`config.mk`:
```
export PLATFORM = sky130hd
export DESIGN_NAME = bfg_pos
export DESIGN_NICKNAME = d
export VERILOG_FILES = /design/src/rtl/bfg_pkg.sv /design/src/rtl/bfg_pos.sv
export SDC_FILE = /design/constraint.sdc
export NUM_CORES = 1
export LEC_CHECK = 0
export BUFFER_PORTS_ARGS = -buffer_cell sky130_fd_sc_hd__clkbuf_2
export CORE_ASPECT_RATIO = 0.7
export CORE_MARGIN = 5
export CORE_UTILIZATION = 40
export CTS_BUF_LIST = sky130_fd_sc_hd__clkbuf_2 sky130_fd_sc_hd__clkbuf_4 sky130_fd_sc_hd__clkbuf_8
export DETAILED_ROUTE_END_ITERATION = 7
export PLACE_DENSITY_LB_ADDON = 0.08
export REMOVE_ABC_BUFFERS = 1
export SLEW_MARGIN = 10
export SYNTH_ARGS = -nofsm -noshare
export SYNTH_HDL_FRONTEND = slang
export SYNTH_SLANG_ARGS = --single-unit
```
`constraint.sdc`:
```
create_clock -name clk -period 3.4 [get_ports clk]
set_clock_uncertainty 0.05 [all_clocks]
set_input_delay 0.34 -clock clk [delete_from_list [all_inputs] [get_ports clk]]
set_output_delay 0.34 -clock clk [all_outputs]
set_load 0.05 [all_outputs]
```
`src/rtl/bfg_pkg.sv`:
```
package bfg_pkg;

	// Field and register widths fixed by the interface.
	localparam int CH_W      = 8;
	localparam int PIX_W     = 3 * CH_W;
	localparam int FW_W      = 11;
	localparam int FH_W      = 13;
	localparam int CFG_W     = 13;
	localparam int CFG_IDX_W = 2;

	// Row counter holds positions up to frame_height + 1 (flush row).
	localparam int ROW_W = FH_W + 1;

	// Sum of nine 8-bit reds fits in 12 bits.
	localparam int SUM_W = 12;

	// floor(x / 9) == (x * 7282) >> 16 for every x below 2296.
	localparam int               RECIP_W    = 13;
	localparam logic [RECIP_W-1:0] DIV9_RECIP = 13'd7282;
	localparam int               DIV9_SHIFT = 16;
	localparam int               PROD_W     = SUM_W + RECIP_W;

	// Configuration register indexes.
	localparam logic [CFG_IDX_W-1:0] CFG_FRAME_WIDTH  = 2'd0;
	localparam logic [CFG_IDX_W-1:0] CFG_FRAME_HEIGHT = 2'd1;

	// Register values after reset.
	localparam int              RST_WIDTH  = 640;
	localparam logic [FH_W-1:0] RST_HEIGHT = 13'd480;

	typedef logic [PIX_W-1:0] rgb_t;

	// What the position of an item says about the pixel it retires.
	typedef struct packed {
		logic emit;
		logic interior;
		logic last;
	} pos_flags_t;

endpackage

```
`src/rtl/bfg_pos.sv`:
```
module bfg_pos import bfg_pkg::*; #(
	parameter int MAX_WIDTH = 1024,
	localparam int CW = $clog2(MAX_WIDTH),
	localparam int WW = $clog2(MAX_WIDTH + 1)
) (
	input  logic                 clk,
	input  logic                 arst_n,
	input  logic                 cfg_we,
	input  logic [CFG_IDX_W-1:0] cfg_index,
	input  logic [CFG_W-1:0]     cfg_data,
	input  logic                 adv,
	output logic [CW-1:0]        col,
	output pos_flags_t           flags
);

	localparam int RST_W_EFF = (MAX_WIDTH < RST_WIDTH) ? MAX_WIDTH : RST_WIDTH;

	logic [WW-1:0]    eff_w_q;
	logic [FH_W-1:0]  eff_h_q;
	logic [CW-1:0]    col_q;
	logic [ROW_W-1:0] row_q;

	logic [FW_W-1:0]  fw;
	logic [FH_W-1:0]  fh;
	logic [WW-1:0]    new_w;
	logic [FH_W-1:0]  new_h;
	logic [WW-1:0]    c_x;
	logic [WW-1:0]    c_p1;
	logic [ROW_W-1:0] h_x;
	logic [ROW_W-1:0] h_p1;
	logic [ROW_W-1:0] r_p1;

	// Effective width and height are clamped once, when written.
	always_comb begin
		fw = cfg_data[FW_W-1:0];
		fh = cfg_data[FH_W-1:0];
		if (fw == '0) begin
			new_w = WW'(1);
		end else if (32'(fw) > 32'(MAX_WIDTH)) begin
			new_w = WW'(MAX_WIDTH);
		end else begin
			new_w = WW'(fw);
		end
		new_h = (fh == '0) ? FH_W'(1) : fh;
	end

	// The retired pixel is interior when its row lies strictly between the
	// first and last rows and its column is at least one; its column can
	// never be the last, because a beat in column zero retires the last one.
	always_comb begin
		c_x  = WW'(col_q);
		c_p1 = c_x + WW'(1);
		h_x  = ROW_W'(eff_h_q);
		h_p1 = h_x + ROW_W'(1);
		r_p1 = row_q + ROW_W'(1);

		flags.emit = ((col_q != '0) && (row_q != '0) && (row_q <= h_x)) ||
		             ((col_q == '0) && (row_q >= ROW_W'(2)));
		flags.interior = (row_q >= ROW_W'(2)) && (row_q < h_x) &&
		                 (col_q >= CW'(2));
		flags.last = (col_q == '0) && (row_q == h_p1);
	end

	assign col = col_q;

	always_ff @(posedge clk or negedge arst_n) begin
		if (!arst_n) begin
			eff_w_q <= WW'(RST_W_EFF);
			eff_h_q <= RST_HEIGHT;
			col_q   <= '0;
			row_q   <= '0;
		end else if (cfg_we) begin
			case (cfg_index)
				CFG_FRAME_WIDTH: begin
					eff_w_q <= new_w;
					col_q   <= '0;
					row_q   <= '0;
				end
				CFG_FRAME_HEIGHT: begin
					eff_h_q <= new_h;
					col_q   <= '0;
					row_q   <= '0;
				end
				default: begin
				end
			endcase
		end else if (adv) begin
			if (flags.last) begin
				col_q <= '0;
				row_q <= '0;
			end else if (c_p1 == eff_w_q) begin
				col_q <= '0;
				row_q <= r_p1;
			end else begin
				col_q <= CW'(c_p1);
			end
		end
	end

endmodule

```
==> impl_metrics.toml <==
[clock_tree]
clk_pin_slew_ps = 90
insertion_delay_ps = 310
cts_made_buffers = 5
postCtsSetupBuffers = 0
cts-root-buf = "clkbuf_8"
clkSinkCount = 48
clock_path_buffers = 2
htree_levels = 2
cts_tree = "built"

[route]
dr_total_vias = 3292
dr.pass1.iters = 5
drc = 0
viasPerCell = 5.910
wl_um = 10330
drt.antenna.violating_nets = 0
wl_per_cell_um = 18.54
first_iter_violations = 213

[floorplan]
die_w_um = 122.6
fp.dieArea_mm2 = 0.01089
start_util_pct = 41.54
core_mm2 = 0.008548
rows = 28
pin_count = 32
die_y_um = 88.83

[timing]
tns_ps = 0
hold_viol = 0
worst-slew-pin-transition_ps = 593.5
fmax_mhz = 312.6
period_share_pct = 94.09
postLayoutSetupSlackWorst_ps = 200.9
relSlewSlack_pct = 60.43
setup_viol = 0
slew_violations = 0
fin_crit_ps = 3199
rsz0062_at_grt = "false"

[worst_setup_path]
crit_top_cell = "a21o_1"
crit_chain = "inv_1 -> ha_1 -> a21o_1 -> a21o_1 -> a21oi_1 -> o21ai_0 -> a41oi_2 -> nor3b_2 -> clkbuf_4"
crit_buf_inv = 2
crit_path_start_kind = "flop"
cp.depth = 9
worstPathArrival_ps = 2810
r2r_cells = 9
end_kind = "output port"
critPathTopFamily = "compound AO/OA/AOI/OAI gates"
crit_required_ps = 3010
path_class = "flop to output port"
critPathSlowestCell = "dfstp_2"
max_stage_delay_ps = 580
path_max_fanout = 6

[finish]
nets = 475
syn2layout_area_growth_pct = 13.25
drive_above_1_share_pct = 18.99
finalInstanceArea_mm2 = 0.004021
diodes = 0
n_fill_cell = 899
final_core_util_pct = 47.04

[flow_run]
drv_cap = 0

[logic_synthesis]
syn_avg_cell_area_um2 = 8.789
syn-cell-area_mm2 = 0.003551
synth_edf_count = 0
seq_area_frac_synth_pct = 34.04
synth_seq_cells = 48
ys_async_sr_fraction_pct = 100.0
syn_inst = 404
ys_warn_count = 0
ys_types = 55
synth_ff_type = "dfrtp_1"

[grt]
grt_pass1_vias = 3124
grt_pass1_wl_um = 17110
gr-total-overflow = 0
grt_antenna_before_repair = 0
gr-usage-all-layers_pct = 20.48
grt_max_degree = 28

[placement]
dp_hpwl_um = 7893
dp_slack_ps = 373.6
port_buffers = 31
place.gp.congestion = 0.8664
place_area_mm2 = 0.003882

[pwr]
p_leak_uw = 0.001764
vdd_drop_max_v = 0.0002498
power_per_cell_area_mw_per_mm2 = 462.5
totalPowerFinal_uw = 1860

[run_status]
status = "finished, final reports clean"

[worst_hold_path]
holdPathStages = 2
hold_path_class = "input port to flop"
-- stage by stage --
step,cells,hold slack [ps]
CTS,557,223.7
global placement,548,292.7
global route,557,230.6
finish,557,231.4
floorplan,380,-5.591
detailed placement,548,289.6
-- Yosys cell counts (all sizes together) (7+ instances only) --
cell,instances,share of area [%]
dfrtp,42,30
nand2,32,3.4
inv,28,3.0
ha,20,7.0
o21ai,20,2.8
nand3,18,2.7
clkbuf,17,1.8
xnor2,15,3.7
mux2,14,4.4
nor4,14,2.5
nor2,13,1.4
a31oi,12,2.1
nor3,12,1.7
and3,11,1.9
a21oi,10,1.4
a41oi,10,2.5
nand4,10,1.8
o211ai,8,1.7
buf,7,1.1
o22ai,7,1.2
xor2,7,1.7
-- area by class of cell --
cell class | instances | area (um2) | area share [%]
Clock inverter | 3 | 42.54 | 1.058
Clock buffer | 5 | 68.82 | 1.711
Multi-Input combinational cell | 304 | 2148 | 53.42
Inverter | 28 | 105.1 | 2.614
Tap cell | 120 | 150.1 | 3.734
Sequential cell | 48 | 1209 | 30.06
Timing Repair Buffer | 49 | 297.8 | 7.405
-- layout by cell type, fill, tap and decap left out, drive strengths merged, types with 6 or more instances in the layout --
| cell type | n |
|---|---|
| or4 | 6 |
| a41oi | 10 |
| clkbuf | 35 |
| nor3 | 12 |
| nand3 | 18 |
| nand2b | 6 |
| and3 | 11 |
| buf | 18 |
| nor4 | 14 |
| mux2 | 14 |
| dfstp | 6 |
| dfrtp | 42 |
| o22ai | 7 |
| xnor2 | 15 |
| ha | 20 |
| o211ai | 8 |
| o21ai | 20 |
| nand4 | 10 |
| a21o | 6 |
| nor2 | 13 |
| a31oi | 12 |
| xor2 | 7 |
| inv | 28 |
| nand2 | 32 |
| a21oi | 10 |
-- worst reg2reg max path: cells and delay by family, from the launching register on --
| family | cells | cell delay [ps] |
|---|---|---|
| buf+inv | 1 | 240 |
| simple gates | 3 | 900 |
| fa+ha+maj | 1 | 350 |
| flops | 1 | 510 |
| compound gates | 4 | 940 |
-- path summary, 6_finish.rpt --
check                             startpoint           to  slack (ps)
worst max-delay path              eff_h_q[7]     flags[1]         200
worst min-delay path            cfg_data[12]  eff_h_q[12]         230
worst max register to register        col[0]     row_q[5]         300
worst min register to register    eff_w_q[9]   eff_w_q[9]         450
max in group asynchronous             arst_n    row_q[10]        2020
min in group asynchronous             arst_n   eff_w_q[5]         480
-- state kept, by name (all words and copies together), names as in the netlist --
signal / count
eff_w_q: 11
col: 10
eff_h_q: 13
row_q: 14
-- metal layers --
metal	vias to the layer above	routed length, um	global-route usage [%]
met2	93	3999	27.77
met1	1598	5650	32.99
met3	11	559	3.323
met5	-	0	0
li1	1590	-	-
met4	0	119	5.081
-- power breakdown --
| group | switching (uW) | leakage, uW | internal [uW] | total [uW] |
|---|---|---|---|---|
| Combinational | 410 | 0.00109 | 261 | 671 |
| Clock | 210 | 0.0000541 | 218 | 428 |
| Sequential | 114 | 0.000618 | 647 | 761 |
-- cells by family after synthesis --
kind of cell    count (synthesis)  synth area share (%)
mux                            15                 4.722
buf+inv                        52                 5.814
compound gates                103                 20.61
simple gates                  143                 22.06
xor+xnor                       22                 5.427
flops                          48                 34.04
fa+ha+maj                      21                 7.329
-- repair_timing --
| action | CTS | global route |
|---|---|---|
| endpoints found under the setup margin | 0 | 2 |
| hold endpoints to repair | 15 | 0 |
| resized for setup | 0 | 7 |
| hold buffers | 1 | 0 |
No activity file was read; power rests on OpenSTA's default activity.
