<file path="src/rtl/bfg_pkg.sv">
package bfg_pkg;

	// Field and register widths fixed by the interface.
	localparam int CH_W      = 8;
	localparam int PIX_W     = 3 * CH_W;
	localparam int FW_W      = 11;
	localparam int FH_W      = 13;
	localparam int CFG_W     = 13;
	localparam int CFG_IDX_W = 2;

	// Row counter holds positions up to frame_height + 1 (flush row).
	localparam int ROW_W = FH_W + 1;

	// Sum of nine 8-bit reds fits in 12 bits.
	localparam int SUM_W = 12;

	// floor(x / 9) == (x * 7282) >> 16 for every x below 2296.
	localparam int               RECIP_W    = 13;
	localparam logic [RECIP_W-1:0] DIV9_RECIP = 13'd7282;
	localparam int               DIV9_SHIFT = 16;
	localparam int               PROD_W     = SUM_W + RECIP_W;

	// Configuration register indexes.
	localparam logic [CFG_IDX_W-1:0] CFG_FRAME_WIDTH  = 2'd0;
	localparam logic [CFG_IDX_W-1:0] CFG_FRAME_HEIGHT = 2'd1;

	// Register values after reset.
	localparam int              RST_WIDTH  = 640;
	localparam logic [FH_W-1:0] RST_HEIGHT = 13'd480;

	typedef logic [PIX_W-1:0] rgb_t;

	// What the position of an item says about the pixel it retires.
	typedef struct packed {
		logic emit;
		logic interior;
		logic last;
	} pos_flags_t;

endpackage

</file>
<file path="src/rtl/bfg_win.sv">
module bfg_win import bfg_pkg::*; (
	input  logic              clk,
	input  logic              arst_n,
	input  logic              en,
	input  logic              valid_s1,
	input  pos_flags_t        flags_s1,
	input  logic [CH_W-1:0]   top_red,
	input  logic [CH_W-1:0]   mid_red,
	input  logic [CH_W-1:0]   bot_red,
	input  rgb_t              center_new,
	output logic              out_valid,
	output logic [CH_W-1:0]   out_red,
	output logic [CH_W-1:0]   out_green,
	output logic [CH_W-1:0]   out_blue,
	output logic              frame_last
);

	logic [CH_W-1:0] win_q [9];
	logic [CH_W-1:0] wn [9];
	rgb_t            center_q;

	logic             valid_s2;
	pos_flags_t       flags_s2;
	logic [SUM_W-1:0] sum_s2;
	rgb_t             prev_s2;

	logic [SUM_W-1:0]  row0;
	logic [SUM_W-1:0]  row1;
	logic [SUM_W-1:0]  row2;
	logic [PROD_W-1:0] prod;
	logic [CH_W-1:0]   gray;

	logic              out_valid_q;
	logic [CH_W-1:0]   out_red_q;
	logic [CH_W-1:0]   out_green_q;
	logic [CH_W-1:0]   out_blue_q;
	logic              frame_last_q;

	// Window shifts left by one column; the new column enters on the right.
	always_comb begin
		wn[0] = win_q[1];
		wn[1] = win_q[2];
		wn[2] = top_red;
		wn[3] = win_q[4];
		wn[4] = win_q[5];
		wn[5] = mid_red;
		wn[6] = win_q[7];
		wn[7] = win_q[8];
		wn[8] = bot_red;
		row0 = SUM_W'(wn[0]) + SUM_W'(wn[1]) + SUM_W'(wn[2]);
		row1 = SUM_W'(wn[3]) + SUM_W'(wn[4]) + SUM_W'(wn[5]);
		row2 = SUM_W'(wn[6]) + SUM_W'(wn[7]) + SUM_W'(wn[8]);
	end

	always_ff @(posedge clk) begin
		if (en && valid_s1) begin
			for (int k = 0; k < 9; k++) begin
				win_q[k] <= wn[k];
			end
			center_q <= center_new;
			flags_s2 <= flags_s1;
			sum_s2   <= row0 + row1 + row2;
			prev_s2  <= center_q;
		end
	end

	always_comb begin
		prod = PROD_W'(sum_s2) * PROD_W'(DIV9_RECIP);
		gray = prod[DIV9_SHIFT +: CH_W];
	end

	always_ff @(posedge clk or negedge arst_n) begin
		if (!arst_n) begin
			valid_s2    <= 1'b0;
			out_valid_q <= 1'b0;
		end else if (en) begin
			valid_s2    <= valid_s1;
			out_valid_q <= valid_s2 && flags_s2.emit;
		end
	end

	always_ff @(posedge clk) begin
		if (en && valid_s2) begin
			if (flags_s2.interior) begin
				out_red_q   <= gray;
				out_green_q <= gray;
				out_blue_q  <= gray;
			end else begin
				out_red_q   <= prev_s2[2*CH_W +: CH_W];
				out_green_q <= prev_s2[CH_W +: CH_W];
				out_blue_q  <= prev_s2[0 +: CH_W];
			end
			frame_last_q <= flags_s2.last;
		end
	end

	assign out_valid  = out_valid_q;
	assign out_red    = out_red_q;
	assign out_green  = out_green_q;
	assign out_blue   = out_blue_q;
	assign frame_last = frame_last_q;

endmodule

</file>
<file path="config.mk">
export PLATFORM = sky130hd
export DESIGN_NAME = bfg_win
export DESIGN_NICKNAME = d
export VERILOG_FILES = /design/src/rtl/bfg_pkg.sv /design/src/rtl/bfg_win.sv
export SDC_FILE = /design/constraint.sdc
export NUM_CORES = 1
export LEC_CHECK = 0
export BUFFER_PORTS_ARGS = -buffer_cell sky130_fd_sc_hd__buf_2
export CORE_ASPECT_RATIO = 0.5
export CORE_MARGIN = 10
export CORE_UTILIZATION = 46
export CTS_BUF_LIST = sky130_fd_sc_hd__clkbuf_2 sky130_fd_sc_hd__clkbuf_4 sky130_fd_sc_hd__clkbuf_8
export CTS_CLUSTER_DIAMETER = 120
export DETAILED_ROUTE_END_ITERATION = 12
export PLACE_DENSITY = 0.69
export SLEW_MARGIN = 10
export SYNTH_ARGS = -nofsm -noshare
export SYNTH_HDL_FRONTEND = slang
export SYNTH_SLANG_ARGS = --single-unit
</file>
<file path="constraint.sdc">
create_clock -name clk -period 7 [get_ports clk]
set_input_delay 2.1 -clock clk [delete_from_list [all_inputs] [get_ports clk]]
set_output_delay 2.1 -clock clk [all_outputs]
set_load 0.1 [all_outputs]
</file>
==> impl_metrics.py <==
metrics = {
    "synth": {
        "synth_ff_type": "edfxtp_1",
        "synth_edf_count": 136,
        "ys_warn_count": 0,
        "async_flop_share": 0.0145,
        "synth_top_family_by_area": "adder cells",
        "netlist_top_cells_area": "edfxtp_1 49%, fa_1 20%, ha_1 12%, inv_1 5.6%, xnor2_1 1.1%",
        "seq_area_frac_synth": 0.496,
        "yosysMostFrequentCell": "edfxtp_1",
        "syn_nets": 808,
        "synthAdderAreaFrac": 0.319,
        "synth_top_cell_by_area": "edfxtp_1",
        "muxShareOfSynthArea": 0.00916,
        "synthXorXnorAreaFrac": 0.0137,
        "synth_top_area_frac": 0.490,
        "synth_simple_gate_area_frac": 0.0387,
        "synth_compound_area_frac": 0.0651,
        "synth.avg_cell_area_um2": 14.1,
        "synth.distinct_cells": 43,
        "synth-seq-cells": 138,
        "netlist_instances": 590,
        "synth_common_cells": "136 x edfxtp_1, 124 x inv_1, 83 x fa_1",
        "syn_area_um2": 8340,
    },
    "floorplanning": {
        "die_x_um": 210,
        "core_area_um2": 17600,
        "die_h_um": 115,
        "die_area_um2": 24200,
        "rows": 34,
        "start_util": 0.475,
        "ios": 81,
    },
    "grt": {
        "grt_max_degree": 71,
        "grt_usage": 0.124,
        "grt_pass1_vias": 4645,
        "grt_pass1_wl_um": 23600,
        "antenna_found_initial": 0,
        "grt_remaining_overflow": 0,
    },
    "placement": {
        "dpl_worst_slack_ns": 0.658,
        "dpl.hpwl_um": 11600,
        "io_buffers": 80,
        "placed_cell_area_um2": 9020,
        "gp_congestion": 0.880,
    },
    "sta": {
        "fmax_mhz": 170,
        "tightest_slew_ns": 1.19,
        "skew_ns": 0.0205,
        "fin_crit_sh": 0.842,
        "fin_crit_ns": 5.90,
        "final_hold_viol_count": 0,
        "setup_violations": 0,
        "fin_ws_ns": 1.10,
        "slew_headroom": 0.208,
        "slew_viol_final": 0,
        "rsz0062_at_grt": "no",
        "fin_setup_tns_ns": 0,
    },
    "cts": {
        "htree_num_levels": 4,
        "clockBufferDepth": 2,
        "cts_buffers": 17,
        "post-cts-setup-buffer-count": 0,
        "clock-root-buffer": "clkbuf_8",
        "cts_sinks": 138,
        "clkTransAtPathRegs_ns": 0.10,
        "post_cts_resized": 0,
        "tritoncts": "done",
        "cts_hold_buf": 0,
        "clk_latency_ns": 0.45,
    },
    "drt": {
        "wl_per_cell_um": 15.7,
        "drtAntennaViolNets": 0,
        "totalWireLength_um": 14600,
        "route.vias.total": 4541,
        "via_per_inst": 4.87,
        "drc": 0,
        "drt_pre_antenna_iters": 4,
        "drt_iter0_drc": 271,
    },
    "status": {
        "status": "finished, final reports clean",
    },
    "worst_setup_path": {
        "criticalPathCategory": "input pin to flop",
        "worstPathRequired_ns": 7.19,
        "setup.worst_path.end_class": "flop",
        "arrival_ns": 6.08,
        "crit_chain": "buf_2 -> inv_1 -> fa_1 -> fa_1 -> inv_1 -> fa_1 -> inv_1 -> fa_1 -> inv_1 -> ha_1 -> fa_1 -> a21o_1 -> a21oi_1 -> o21ai_1 -> o41ai_1 -> xnor2_1",
        "critPathMaxStageDelay_ns": 0.54,
        "crit_buf_inv": 5,
        "slowest_stage": "fa_1",
        "path_common_cell": "fa_1",
        "cp_max_fo": 2,
        "crit_family": "adder cells",
        "startpoint_type": "input pin",
    },
    "final_layout": {
        "num-fill-cells": 1446,
        "nNetsFinal": 903,
        "post-route-util": 0.538,
        "num_antenna_cells": 0,
        "drive_gt1_frac": 0.182,
        "area_growth_pct": 13.3,
        "stdcell_area_um2": 9440,
    },
    "flow_run": {
        "drv_cap": 0,
    },
    "worst_hold_path": {
        "hold_class": "flop to flop",
    },
}
-- per-stage QoR --
step / cells / hold slack, ns
2_1_floorplan: 590 / 0.400
3_3_place_gp: 900 / 0.401
3_5_place_dp: 900 / 0.405
4_1_cts: 932 / 0.413
5_1_grt: 932 / 0.422
6_report: 932 / 0.412
-- sequential cells by signal, indices dropped and copies added, names as in the netlist --
name,cells
win_q,48
center_q,24
prev_s2,24
sum_s2,12
out_blue,8
out_green,8
out_red,8
flags_s2,3
frame_last,1
out_valid,1
valid_s2,1
-- per-layer routing --
| metal | vias to the layer above | track usage | part of all wire | wire, µm |
|---|---|---|---|---|
| met5 | - | 0 | 0 | 0 |
| met2 | 65 | 0.195 | 0.47 | 6790 |
| met1 | 2258 | 0.170 | 0.49 | 7100 |
| li1 | 2206 | - | - | - |
| met3 | 12 | 0.0274 | 0.036 | 526 |
| met4 | 0 | 0.0393 | 0.012 | 175 |
-- worst paths after layout --
path                                         from               endpoint  slack [ns]  cells past startpoint
setup reg to reg              sum_s2[9]$_DFFE_PP_   out_red[3]$_DFFE_PP_        1.81                     18
max in group asynchronous                  arst_n  out_valid$_DFFE_PN0P_        5.50                      1
hold / removal             center_q[17]$_DFFE_PP_  prev_s2[17]$_DFFE_PP_        0.41                      0
setup / recovery                       top_red[2]   sum_s2[10]$_DFFE_PP_        1.10                     16
min in group asynchronous                  arst_n   valid_s2$_DFFE_PN0P_        1.41                      1
hold reg to reg            center_q[17]$_DFFE_PP_  prev_s2[17]$_DFFE_PP_        0.41                      0
-- kinds of logic after synthesis --
group,count (synthesis)
XOR/XNOR,13
adder cells (fa/ha/maj),163
AO/OA/AOI/OAI,73
AND/OR/NAND/NOR,67
multiplexers,7
flip-flops,138
buffers and inverters,129
-- placed cells by master, fill, tap and decap left out, types with 2 or more instances in the layout --
master    instances
o211ai_1          3
nor2_1           11
nand3_1          13
o21ai_1          10
ha_1             80
nand2b_1          6
buf_2            80
o21bai_1          2
nor3_1            4
mux2_2            5
fa_1             83
a21o_1            7
edfxtp_1        136
o21a_1            6
nand2_1          21
mux2i_1           2
clkbuf_8         17
xnor2_1          10
inv_6             2
inv_8             5
clkinv_8          5
xor2_1            3
clkinv_4          2
a211oi_1          3
o21ai_0          10
dfrtp_1           2
o41ai_1           2
inv_1           124
nand4_1           3
a211oi_2          2
a21oi_1          13
a211o_1           6
and3_1            2
-- worst reg2reg max path, stage by stage (launching register included) --
cell	delay, ns
edfxtp_1	0.53
inv_1	0.16
fa_1	0.50
inv_1	0.04
ha_1	0.31
inv_1	0.08
fa_1	0.53
inv_1	0.06
fa_1	0.49
inv_1	0.05
fa_1	0.52
inv_1	0.04
ha_1	0.28
a21oi_1	0.25
o21ai_1	0.10
a21o_1	0.20
a211oi_2	0.35
mux2_2	0.43
o21ai_1	0.10
-- final cells by class --
type / instances / area, µm² / share of cell area
flip-flops and latches: 138 / 4130 / 0.438
clock inverters: 15 / 189 / 0.0200
clock buffers: 17 / 234 / 0.0248
inverters: 124 / 465 / 0.0493
repair buffers: 81 / 408 / 0.0432
well taps: 234 / 293 / 0.0310
multi-input cells: 323 / 3720 / 0.394
Power is left out: the tool's default activity adds up to more than one toggle a clock period on the data nets, which glitch-free logic cannot reach.
